**src/rtl/core/mbps_pkg.sv**
```systemverilog
`timescale 1ns / 1ps

package mbps_pkg;

  // Default sizes
  localparam int PAT_MAX_DEF     = 16;
  localparam int OFFSET_BITS_DEF = 32;

  // Fixed field widths
  localparam int PAT_BYTES_MAX = 16;
  localparam int LEN_W         = 5;
  localparam int CARE_W        = 16;
  localparam int LIMIT_W       = 16;
  localparam int COUNT_W       = 16;
  localparam int OUT_OFF_W     = 32;
  localparam int CFG_IDX_W     = 3;
  localparam int CFG_DATA_W    = 64;

  // Configuration register indexes
  typedef enum logic [CFG_IDX_W-1:0] {
    CFG_PAT_LOW  = 3'd0,
    CFG_PAT_HIGH = 3'd1,
    CFG_CARE     = 3'd2,
    CFG_LENGTH   = 3'd3,
    CFG_LIMIT    = 3'd4
  } cfg_idx_t;

  // One result beat
  typedef struct packed {
    logic                 match_found;
    logic [OUT_OFF_W-1:0] match_offset;
    logic                 limit_reached;
    logic                 scan_done;
  } result_t;

endpackage

```
**src/rtl/core/mbps_in_if.sv**
```systemverilog
`timescale 1ns / 1ps

interface mbps_in_if;
  logic       valid;
  logic       ready;
  logic [7:0] data_byte;
  logic       region_start;
  logic       region_end;

  modport source (output valid, output data_byte, output region_start, output region_end,
                  input ready);
  modport sink (input valid, input data_byte, input region_start, input region_end,
                output ready);
endinterface

```
**src/rtl/core/mbps_out_if.sv**
```systemverilog
`timescale 1ns / 1ps

interface mbps_out_if;
  logic                            valid;
  logic                            ready;
  logic                            match_found;
  logic [mbps_pkg::OUT_OFF_W-1:0]  match_offset;
  logic                            limit_reached;
  logic                            scan_done;

  modport source (output valid, output match_found, output match_offset,
                  output limit_reached, output scan_done, input ready);
  modport sink (input valid, input match_found, input match_offset,
                input limit_reached, input scan_done, output ready);
endinterface

```
**src/rtl/core/mbps_cfg_if.sv**
```systemverilog
`timescale 1ns / 1ps

interface mbps_cfg_if;
  logic                             valid;
  logic                             ready;
  logic [mbps_pkg::CFG_IDX_W-1:0]   reg_index;
  logic [mbps_pkg::CFG_DATA_W-1:0]  wr_data;

  modport source (output valid, output reg_index, output wr_data, input ready);
  modport sink (input valid, input reg_index, input wr_data, output ready);
endinterface

```
**src/rtl/core/masked_byte_pattern_scanner_unit.sv**
```systemverilog
`timescale 1ns / 1ps
// Each result is registered, in the skid entry if the output is stalled. Throughput:
// one byte per cycle while the skid entry is empty; all window compares run in parallel
// off the shift history. A two-entry output buffer (result register plus skid) keeps
// input flowing one beat into an output stall. Reset (rst_n low, synchronous) restores
// the configuration defaults and clears history, position, match count and the stop flag.
module masked_byte_pattern_scanner_unit #(
  parameter int PAT_MAX     = mbps_pkg::PAT_MAX_DEF,
  parameter int OFFSET_BITS = mbps_pkg::OFFSET_BITS_DEF
) (
  input  logic        clk,
  input  logic        rst_n,
  mbps_in_if.sink     in_beat,
  mbps_out_if.source  out_beat,
  mbps_cfg_if.sink    cfg_beat
);

  localparam int IDX_W = (PAT_MAX > 1) ? $clog2(PAT_MAX) : 1;
  localparam logic [mbps_pkg::LEN_W-1:0] PAT_MAX_L = mbps_pkg::LEN_W'(PAT_MAX);
  localparam logic [mbps_pkg::LEN_W-1:0] IDX_MASK  = mbps_pkg::LEN_W'(PAT_MAX - 1);
  localparam int PAT_BYTES_ALL_W = 8 * mbps_pkg::PAT_BYTES_MAX;

  // Configuration registers
  logic [63:0]                      pat_low_r, pat_high_r;
  logic [mbps_pkg::CARE_W-1:0]      care_r;
  logic [mbps_pkg::LEN_W-1:0]       len_r;
  logic [mbps_pkg::LIMIT_W-1:0]     limit_r;

  // Scan state
  logic [7:0]                       hist_r   [PAT_MAX];
  logic [7:0]                       hist_nxt [PAT_MAX];
  logic [OFFSET_BITS-1:0]           pos_r, pos_nxt, pos_cur;
  logic [mbps_pkg::COUNT_W-1:0]     count_r, count_nxt, count_cur;
  logic                             stopped_r, stopped_nxt, stop_pre;

  // Output buffer
  mbps_pkg::result_t                out_r, out_nxt, skid_r, skid_nxt, res;
  logic                             out_valid_r, out_valid_nxt, skid_valid_r, skid_valid_nxt;

  logic                             in_acc, pop;
  logic [mbps_pkg::LEN_W-1:0]       len_eff, len_m1;
  logic [PAT_BYTES_ALL_W-1:0]       pat_all;
  logic [PAT_MAX-1:0]               byte_ok;
  logic                             window_full, hit;
  logic [OFFSET_BITS-1:0]           offset;

  assign in_acc         = in_beat.valid && in_beat.ready;
  assign pop            = out_valid_r && out_beat.ready;
  assign in_beat.ready  = !skid_valid_r;
  assign cfg_beat.ready = 1'b1;

  assign out_beat.valid         = out_valid_r;
  assign out_beat.match_found   = out_r.match_found;
  assign out_beat.match_offset  = out_r.match_offset;
  assign out_beat.limit_reached = out_r.limit_reached;
  assign out_beat.scan_done     = out_r.scan_done;

  // Configuration writes; unknown indexes are dropped
  always_ff @(posedge clk) begin
    if (!rst_n) begin
      pat_low_r  <= '0;
      pat_high_r <= '0;
      care_r     <= '0;
      len_r      <= mbps_pkg::LEN_W'(1);
      limit_r    <= '0;
    end else if (cfg_beat.valid && cfg_beat.ready) begin
      unique case (mbps_pkg::cfg_idx_t'(cfg_beat.reg_index))
        mbps_pkg::CFG_PAT_LOW:  pat_low_r  <= cfg_beat.wr_data;
        mbps_pkg::CFG_PAT_HIGH: pat_high_r <= cfg_beat.wr_data;
        mbps_pkg::CFG_CARE:     care_r     <= cfg_beat.wr_data[mbps_pkg::CARE_W-1:0];
        mbps_pkg::CFG_LENGTH:   len_r      <= cfg_beat.wr_data[mbps_pkg::LEN_W-1:0];
        mbps_pkg::CFG_LIMIT:    limit_r    <= cfg_beat.wr_data[mbps_pkg::LIMIT_W-1:0];
        default: ;
      endcase
    end
  end

  // Effective pattern length, clamped to 1..PAT_MAX
  always_comb begin
    if (len_r == '0)
      len_eff = mbps_pkg::LEN_W'(1);
    else if (len_r > PAT_MAX_L)
      len_eff = PAT_MAX_L;
    else
      len_eff = len_r;
    len_m1 = len_eff - mbps_pkg::LEN_W'(1);
  end

  assign pat_all = {pat_high_r, pat_low_r};

  // History shift; region start clears the older entries
  always_comb begin
    hist_nxt[0] = in_beat.data_byte;
    for (int k = 1; k < PAT_MAX; k++)
      hist_nxt[k] = in_beat.region_start ? 8'h00 : hist_r[k-1];
  end

  // Per-byte masked compare; pattern byte i meets history entry len-1-i
  always_comb begin
    logic [mbps_pkg::LEN_W-1:0] idx;
    for (int i = 0; i < PAT_MAX; i++) begin
      idx = (len_m1 - mbps_pkg::LEN_W'(i)) & IDX_MASK;
      byte_ok[i] = !care_r[i] || (mbps_pkg::LEN_W'(i) >= len_eff) ||
                   (pat_all[8*i +: 8] == hist_nxt[idx[IDX_W-1:0]]);
    end
  end

  // Position, count and stop logic
  always_comb begin
    pos_cur     = in_beat.region_start ? '0 : pos_r;
    count_cur   = in_beat.region_start ? '0 : count_r;
    stop_pre    = !in_beat.region_start && stopped_r;
    pos_nxt     = (pos_cur != '1) ? pos_cur + OFFSET_BITS'(1) : pos_cur;
    stop_pre    = stop_pre || ((limit_r != '0) && (count_cur >= limit_r));
    window_full = pos_cur >= OFFSET_BITS'(len_m1);
    hit         = window_full && !stop_pre && (&byte_ok);
    offset      = hit ? pos_cur - OFFSET_BITS'(len_m1) : '0;
    count_nxt   = (hit && (count_cur != '1)) ? count_cur + mbps_pkg::COUNT_W'(1) : count_cur;
    stopped_nxt = stop_pre || (hit && (limit_r != '0) && (count_nxt >= limit_r));

    res.match_found   = hit;
    res.match_offset  = mbps_pkg::OUT_OFF_W'(offset);
    res.limit_reached = stopped_nxt;
    res.scan_done     = in_beat.region_end;
  end

  always_ff @(posedge clk) begin
    if (!rst_n) begin
      for (int k = 0; k < PAT_MAX; k++)
        hist_r[k] <= 8'h00;
      pos_r     <= '0;
      count_r   <= '0;
      stopped_r <= 1'b0;
    end else if (in_acc) begin
      hist_r    <= hist_nxt;
      pos_r     <= pos_nxt;
      count_r   <= count_nxt;
      stopped_r <= stopped_nxt;
    end
  end

  // Result register plus skid entry
  always_comb begin
    out_nxt        = out_r;
    skid_nxt       = skid_r;
    out_valid_nxt  = out_valid_r;
    skid_valid_nxt = skid_valid_r;
    if (skid_valid_r) begin
      if (pop) begin
        out_nxt        = skid_r;
        skid_valid_nxt = 1'b0;
      end
    end else if (in_acc) begin
      if (!out_valid_r || pop) begin
        out_nxt       = res;
        out_valid_nxt = 1'b1;
      end else begin
        skid_nxt       = res;
        skid_valid_nxt = 1'b1;
      end
    end else if (pop) begin
      out_valid_nxt = 1'b0;
    end
  end

  always_ff @(posedge clk) begin
    if (!rst_n) begin
      out_valid_r  <= 1'b0;
      skid_valid_r <= 1'b0;
    end else begin
      out_valid_r  <= out_valid_nxt;
      skid_valid_r <= skid_valid_nxt;
    end
  end

  always_ff @(posedge clk) begin
    out_r  <= out_nxt;
    skid_r <= skid_nxt;
  end

  // Checks
  a_skid_needs_out: assert property (@(posedge clk) disable iff (!rst_n)
    skid_valid_r |-> out_valid_r)
    else $error("skid entry held without a result in the output register");

  a_start_restarts_pos: assert property (@(posedge clk) disable iff (!rst_n)
    in_acc && in_beat.region_start |=> pos_r == OFFSET_BITS'(1))
    else $error("region start did not restart the byte position");

  a_stop_sticky: assert property (@(posedge clk) disable iff (!rst_n)
    stopped_r && !(in_acc && in_beat.region_start) |=> stopped_r)
    else $error("stop flag dropped without a region start");

  a_stop_has_count: assert property (@(posedge clk) disable iff (!rst_n)
    stopped_r |-> count_r != '0)
    else $error("scan stopped with zero matches counted");

endmodule

```
**src/flat_wrapper.sv**
```systemverilog
// flat-port wrapper written by rule: the top's interface ports become plain ports
module masked_byte_pattern_scanner_unit_flat 
#(
  parameter int PAT_MAX     = mbps_pkg::PAT_MAX_DEF,
  parameter int OFFSET_BITS = mbps_pkg::OFFSET_BITS_DEF
)
  (clk, rst_n, in_beat_valid, in_beat_data_byte, in_beat_region_start, in_beat_region_end, in_beat_ready, out_beat_valid, out_beat_match_found, out_beat_match_offset, out_beat_limit_reached, out_beat_scan_done, out_beat_ready, cfg_beat_valid, cfg_beat_reg_index, cfg_beat_wr_data, cfg_beat_ready);
  mbps_in_if in_beat_i ();
  mbps_out_if out_beat_i ();
  mbps_cfg_if cfg_beat_i ();
  input  logic clk;
  input  logic rst_n;
  input wire logic [$bits(in_beat_i.valid)-1:0] in_beat_valid;
  input wire logic [$bits(in_beat_i.data_byte)-1:0] in_beat_data_byte;
  input wire logic [$bits(in_beat_i.region_start)-1:0] in_beat_region_start;
  input wire logic [$bits(in_beat_i.region_end)-1:0] in_beat_region_end;
  output wire logic [$bits(in_beat_i.ready)-1:0] in_beat_ready;
  output wire logic [$bits(out_beat_i.valid)-1:0] out_beat_valid;
  output wire logic [$bits(out_beat_i.match_found)-1:0] out_beat_match_found;
  output wire logic [$bits(out_beat_i.match_offset)-1:0] out_beat_match_offset;
  output wire logic [$bits(out_beat_i.limit_reached)-1:0] out_beat_limit_reached;
  output wire logic [$bits(out_beat_i.scan_done)-1:0] out_beat_scan_done;
  input wire logic [$bits(out_beat_i.ready)-1:0] out_beat_ready;
  input wire logic [$bits(cfg_beat_i.valid)-1:0] cfg_beat_valid;
  input wire logic [$bits(cfg_beat_i.reg_index)-1:0] cfg_beat_reg_index;
  input wire logic [$bits(cfg_beat_i.wr_data)-1:0] cfg_beat_wr_data;
  output wire logic [$bits(cfg_beat_i.ready)-1:0] cfg_beat_ready;
  assign in_beat_i.valid = in_beat_valid;
  assign in_beat_i.data_byte = in_beat_data_byte;
  assign in_beat_i.region_start = in_beat_region_start;
  assign in_beat_i.region_end = in_beat_region_end;
  assign in_beat_ready = in_beat_i.ready;
  assign out_beat_valid = out_beat_i.valid;
  assign out_beat_match_found = out_beat_i.match_found;
  assign out_beat_match_offset = out_beat_i.match_offset;
  assign out_beat_limit_reached = out_beat_i.limit_reached;
  assign out_beat_scan_done = out_beat_i.scan_done;
  assign out_beat_i.ready = out_beat_ready;
  assign cfg_beat_i.valid = cfg_beat_valid;
  assign cfg_beat_i.reg_index = cfg_beat_reg_index;
  assign cfg_beat_i.wr_data = cfg_beat_wr_data;
  assign cfg_beat_ready = cfg_beat_i.ready;
  masked_byte_pattern_scanner_unit #(.PAT_MAX(PAT_MAX), .OFFSET_BITS(OFFSET_BITS)) u_core (.clk(clk), .rst_n(rst_n), .in_beat(in_beat_i), .out_beat(out_beat_i), .cfg_beat(cfg_beat_i));
endmodule
```
**config.mk**
```make
export PLATFORM = sky130hd
export DESIGN_NAME = masked_byte_pattern_scanner_unit_flat
export DESIGN_NICKNAME = d
export VERILOG_FILES = /design/src/rtl/core/mbps_pkg.sv /design/src/rtl/core/mbps_in_if.sv /design/src/rtl/core/mbps_out_if.sv /design/src/rtl/core/mbps_cfg_if.sv /design/src/rtl/core/masked_byte_pattern_scanner_unit.sv /design/src/flat_wrapper.sv
export SDC_FILE = /design/constraint.sdc
export NUM_CORES = 1
export LEC_CHECK = 0
export ABC_AREA = 1
export BUFFER_PORTS_ARGS = -buffer_cell sky130_fd_sc_hd__buf_4
export CORE_ASPECT_RATIO = 2
export CORE_UTILIZATION = 55
export DETAILED_ROUTE_END_ITERATION = 16
export PLACE_DENSITY = 0.83
export SETUP_SLACK_MARGIN = 0.3
export SYNTH_ARGS = -nofsm -noshare
export SYNTH_HDL_FRONTEND = slang
export SYNTH_SLANG_ARGS = --single-unit
```
**constraint.sdc**
```tcl
create_clock -name clk -period 13.79 [get_ports clk]
set_input_delay 0.6895 -clock clk [delete_from_list [all_inputs] [get_ports clk]]
set_output_delay 0.6895 -clock clk [all_outputs]
set_load 0.01 [all_outputs]
```
==> results of run 1 <==
area by class of cell:
class | instances | area, um^2
repair buffers | 152 | 1140
diodes | 12 | 30.0
clock buffers | 54 | 1180
clock inverters | 19 | 166
fillers | 5084 | 20500
inverters | 414 | 1560
multi-input cells | 3574 | 16600
flip-flops and latches | 406 | 8830
well taps | 654 | 818
critical path, delay by kind of cell, from the launching register on:
kind                       cells  cell delay (ps)
buffers and inverters          8             3110
and+or+nand+nor               24             2970
adders and majority gates      3             1420
DFF                            1              490
AOI/OAI and AO/OA              2              310
power breakdown:
group	internal, mW	switching (mW)	total [mW]
sequential	1.30	0.0354	1.34
combinational	0.360	0.898	1.26
clock	0.643	0.533	1.18
stage by stage:
step	cells	setup WS [ps]	power, mW	area, um^2
3_3_place_gp	5200	5570	2.54	29000
5_1_grt	5281	4750	3.93	30300
2_1_floorplan	4656	8060	2.19	28200
3_5_place_dp	5200	5500	2.55	29000
4_1_cts	5273	5470	3.71	30300
6_report	5285	5150	3.77	30300
cell families (layout without fill, tap and decap cells):
logic type      Yosys count  after routing  synth area share
simple gates           2852           2852             0.436
buf+inv                 676            639            0.0997
compound gates          626            626             0.114
flops                   406            406             0.313
fa+ha+maj                53             53            0.0238
xor+xnor                 42             42            0.0130
other cells               1             13          0.000133
worst max path at each step:
stage                     from                       endpoint  cells after the start
4_1_cts        u_core.len_r[4]  u_core.out_beat.limit_reached                     37
3_5_place_dp   u_core.len_r[4]  u_core.out_beat.limit_reached                     37
2_1_floorplan  u_core.len_r[3]  u_core.out_beat.limit_reached                     42
5_1_grt        u_core.len_r[4]  u_core.out_beat.limit_reached                     37
3_3_place_gp   u_core.len_r[4]  u_core.out_beat.limit_reached                     37
6_report       u_core.len_r[4]  u_core.out_beat.limit_reached                     37
registers in the layout (all words and copies together), names as in the netlist, 32 cells and up:
| signal | cells |
|---|---|
| u_core.skid_r | 35 |
| u_core.hist_r | 120 |
| u_core.pat_high_r | 64 |
| u_core.pos_r | 32 |
| u_core.out_beat.match_offset | 32 |
| u_core.pat_low_r | 64 |
per-layer routing:
metal | vias to the layer above | global-route usage
li1 | 15100 | -
met1 | 14900 | 0.468
met2 | 1864 | 0.823
met3 | 750 | 0.132
met4 | 2 | 0.524
met5 | - | 0
synth_stat cells, drive strengths merged (52+ instances only):
| cell | instances |
|---|---|
| nand2 | 1508 |
| nand3 | 775 |
| nor2 | 414 |
| inv | 412 |
| dfxtp | 336 |
| o21ai | 316 |
| a21oi | 276 |
| clkbuf | 147 |
| buf | 115 |
| edfxtp | 70 |
| nand3b | 61 |
| ha | 52 |
==> reports/metrics.cfg, run 1 <==
[sta]
fin_crit_sh = 0.627
clock_skew_ps = 30.7
setup_viol = 0
timing.fmax_ghz = 0.116
worstMarginPinSlew_ps = 1250
slew_headroom = 0.168
fin_hold_ws_ps = 278
tns_ps = 0
fin_crit_ps = 8640
rsz0062_at_grt = no
hold_violations = 0
slew_viol_final = 0

[yosys]
syn_inst = 4656
synthArstFlopShare = 0
mappedNetlistArea_um2 = 28200
synth_seq_cells = 406
synth_nets = 4791
synth_area_leaders = dfxtp_1, nand2_1, nand3_1
seq_area_frac_synth = 0.313
synth.avg_cell_area_um2 = 6.06
synth_edf_count = 70
yosysTopAreaCellShare = 0.238
ys_types = 49
synth_top_cell_by_area = dfxtp_1
yosys_warnings = 0
synth_flop_cell = dfxtp_1

[place]
port_buffers = 118
hpwl_um = 92000
routabilityCongestion = 1.07

[grt]
antenna_found_initial = 11
grtUsageTotal = 0.492
grt_pass1_vias = 30500
grt_pass1_wl_um = 190000
grt_max_degree = 134
gr-total-overflow = 0

[routing]
top_layer = met5
route.met3.wl_um = 10700
vias = 32500
drc = 0
firstDrtPassIters = 7
wl_met1_um = 39600
post_drt_via_cell_ratio = 6.15
ant_nets = 0
wl_um = 127000
drt_iter0_drc = 4064
met2RoutedLength_um = 60400
wl_per_cell_um = 24.1

[clock_tree]
clockRootBuffer = clkbuf_16
cts_buffers = 41
cts_setup_buffers = 0
clk_latency_ps = 610
cts_hold_buf = 0
clkSinkCount = 406
tritoncts = done
clockBufferDepth = 3
ctsResizeCount = 0
cts.clk_slew.worst_paths_ps = 80
htreeDepth = 2

[worst_setup_path]
reg2reg_to = u_core.out_beat.limit_reached
critical-path-max-stage-delay_ps = 830
arrival_ps = 8990
r2r-start = u_core.len_r[4]
ff2ff_setup_slack_ps = 5150
crit_fanout = 81
cp-start-kind = flip-flop
worstRegToRegCells = 37
crit_top_cell = nand2_1
crit_slowest_cell = buf_4
critPathRequiredTime_ps = 14140
path_class = flip-flop to flip-flop
critPathCaptureType = flip-flop

[pwr]
p_per_area_nw_per_um2 = 124
power_leakage_nw = 14.6
ir_worst_vdd_v = 0.000114

[layout]
layout_commonest_cell = nand2_1
final_cell_mix = nand2_1, nand3_1, inv_1, nor2_1, dfxtp_1
drive_above_1_share = 0.0662
fin_util = 0.597
syn_to_final_growth_pct = 7.48
nets = 4724

[hold_path]
whs_path_depth = 1
hold_path_end = u_core.skid_r[0]
holdCritPathClass = primary input to flip-flop
hold_start = in_beat_region_end

[flow_run]
maxCapViolCount = 0

[die]
die_area_um2 = 52300
io_pins = 120
die_y_um = 322
initial_core_util = 0.556
die_width_um = 162
core-area_um2 = 50800
placementRows = 117

[status]
status = finished, final reports clean

(Power assumes the default switching activity.)
==> inputs of run 2 (changes only) <==
ABC_AREA = 0   (was 1)
clock period = 8.1 ns   (was 13.79 ns; I/O delays follow)
==> reports/metrics.cfg, run 2 <==
[worst_setup_path]
path_class = flip-flop to flip-flop
arrival_ps = 8160
critPathRequiredTime_ps = 8450
crit_family = compound AO/OA/AOI/OAI gates
cp.depth = 35
cp-start-kind = flip-flop
crit_buf_inv = 6
ff2ff_setup_slack_ps = 290
crit_fanout = 8
crit_top_cell = a21o_1
crit_slowest_cell = or4_4
worstRegToRegCells = 35
critical-path-max-stage-delay_ps = 570
critPathCaptureType = flip-flop

[layout]
reg_top3 = u_core.hist_r x120, u_core.pat_high_r x64, u_core.pat_low_r x64
final_cell_mix = nand2_1, a21oi_1, dfxtp_1, buf_4, nor2_1
fin_cells = 4321
top_register = u_core.hist_r
nets = 3765
drive_above_1_share = 0.163
largest_register_ffs = 120
final_cell_area_um2 = 32200
layout_commonest_cell = nand2_1
syn_to_final_growth_pct = 13.9

[clock_tree]
cts_buffers = 39
htreeDepth = 2
clkSinkCount = 406
clockBufferDepth = 3
cts.clk_slew.worst_paths_ps = 70
clockRootBuffer = clkbuf_16
clk_latency_ps = 630
tritoncts = done

[die]
io_pins = 120
placementRows = 117
die_area_um2 = 52300
core-area_um2 = 50800
initial_core_util = 0.556
die_y_um = 322
die_width_um = 162

[sta]
hold_violations = 0
slew_headroom = 0.141
worstMarginPinSlew_ps = 1270
rsz0062_at_grt = yes
finalWorstSetupSlack_ps = 290
fin_crit_ps = 7810
slew_viol_final = 0
clock_skew_ps = 31.6
setup_viol = 0
timing.fmax_ghz = 0.128
fin_crit_sh = 0.964

[routing]
wl_met1_um = 34500
ant_nets = 0
drc = 0
post_drt_via_cell_ratio = 6.81
vias = 29400
top_layer = met5
wl_per_cell_um = 27.9
wl_um = 121000
route.met3.wl_um = 12400
drt_iter0_drc = 3279
met2RoutedLength_um = 56500
firstDrtPassIters = 7

[yosys]
synth_top_cell_by_area = dfxtp_1
yosysTopAreaCellShare = 0.238
synth_seq_cells = 406
ys_types = 94
synth_edf_count = 70
synth_nets = 3682
mappedNetlistArea_um2 = 28200
synth_common_cells = nand2_1, a21oi_1, dfxtp_1
synth_area_leaders = dfxtp_1, nand2_1, edfxtp_1
synthArstFlopShare = 0
synth_most_common_cell = nand2_1
synth.avg_cell_area_um2 = 7.96
synth_flop_cell = dfxtp_1
yosys_warnings = 0
syn_inst = 3547
seq_area_frac_synth = 0.313

[hold_path]
whs_path_depth = 2
holdCritPathClass = primary input to flip-flop

[grt]
antenna_found_initial = 9
grt_max_degree = 202
grt_pass1_vias = 27900
gr-total-overflow = 0
grt_pass1_wl_um = 175000
grtUsageTotal = 0.457

[pwr]
power_leakage_nw = 12.0
p_per_area_nw_per_um2 = 157
ir_worst_vdd_v = 0.000168

[place]
routabilityCongestion = 1.10
place_area_um2 = 30400
hpwl_um = 86600
dp_cells = 4220
place_ws_ps = 359
port_buffers = 118

[status]
status = finished, final reports clean

[flow_run]
maxCapViolCount = 0

==> run 2: cell types whose count changed after synthesis, moves of 58 or more <==
cell / before / now
a21oi_1: 275 / 387
clkbuf_1: 147 / 205
inv_1: 402 / 92
mux2i_1: 0 / 204
mux4_2: 0 / 87
nand2_1: 1480 / 751
nand3_1: 771 / 61
nor2_1: 382 / 220
nor2b_1: 0 / 133
o21ai_0: 312 / 111
xnor2_1: 8 / 97
==> run 2: worst reg2reg max path, delay by kind of cell (launching register included) <==
kind	cells	cell delay, ps
fa+ha+maj	3	800
flops	1	330
mux	2	620
buf+inv	6	800
simple gates	7	1830
xor+xnor	1	150
compound gates	16	3030
==> run 2: report_power, final <==
part | internal [mW] | leakage, nW | total [mW] | switching [mW]
sequential | 2.13 | 3.39 | 2.17 | 0.0439
combinational | 0.340 | 7.96 | 0.927 | 0.587
clock | 1.06 | 0.653 | 1.96 | 0.904
==> run 2: routing by layer <==
layer	vias to the layer above	GRT usage
met1	13900	0.401
met4	6	0.520
li1	12700	-
met5	-	0.000947
met2	1952	0.757
met3	901	0.162
==> run 2: final timing paths <==
| check | start | endpoint |
|---|---|---|
| worst max register to register | u_core.len_r[3] | u_core.out_beat.limit_reached |
| worst min-delay path | out_beat_ready | u_core.skid_valid_r |
| worst max-delay path | u_core.len_r[3] | u_core.out_beat.limit_reached |
| worst min register to register | u_core.hist_r[126] | u_core.hist_r[126] |
==> run 2: area by class of cell <==
type | count | area (um^2)
fill | 4437 | 18600
multi-input combinational | 2775 | 18300
sequential | 406 | 8830
timing repair buffer | 306 | 2450
clock buffer | 49 | 1070
tap | 654 | 818
inverter | 102 | 403
clock inverter | 23 | 254
antenna | 6 | 15.0
==> run 2: logic make-up after synthesis <==
kind of cell    count (synthesis)  share of synthesized area
simple gates                 1427                      0.230
compound gates                800                      0.173
flops                         406                      0.313
buf+inv                       366                     0.0522
mux                           325                      0.155
xor+xnor                      166                     0.0517
fa+ha+maj                      56                     0.0248
other cells                     1                   0.000133
==> run 2: metrics by stage <==
stage / total power [mW] / util / setup TNS, ps / hold slack (ps)
after floorplan: 2.73 / - / -162 / 432
after global placement: 3.05 / 0.599 / 0 / 437
after detailed placement: 3.07 / 0.599 / 0 / 442
after CTS: 4.98 / 0.625 / 0 / 13.2
after global routing: 5.18 / 0.633 / 0 / 2.77
final: 5.06 / 0.633 / 0 / 1.18
==> run 2: what timing repair did <==
| item | 4_1_cts | 5_1_grt |
|---|---|---|
| endpoints found under the setup margin | 1 | 3 |
| hold buffers | 0 | 1 |
| hold endpoints to repair | 0 | 1 |
| setup buffers | 0 | 20 |
| pin swaps | 0 | 21 |
| gates resized for setup | 1 | 58 |
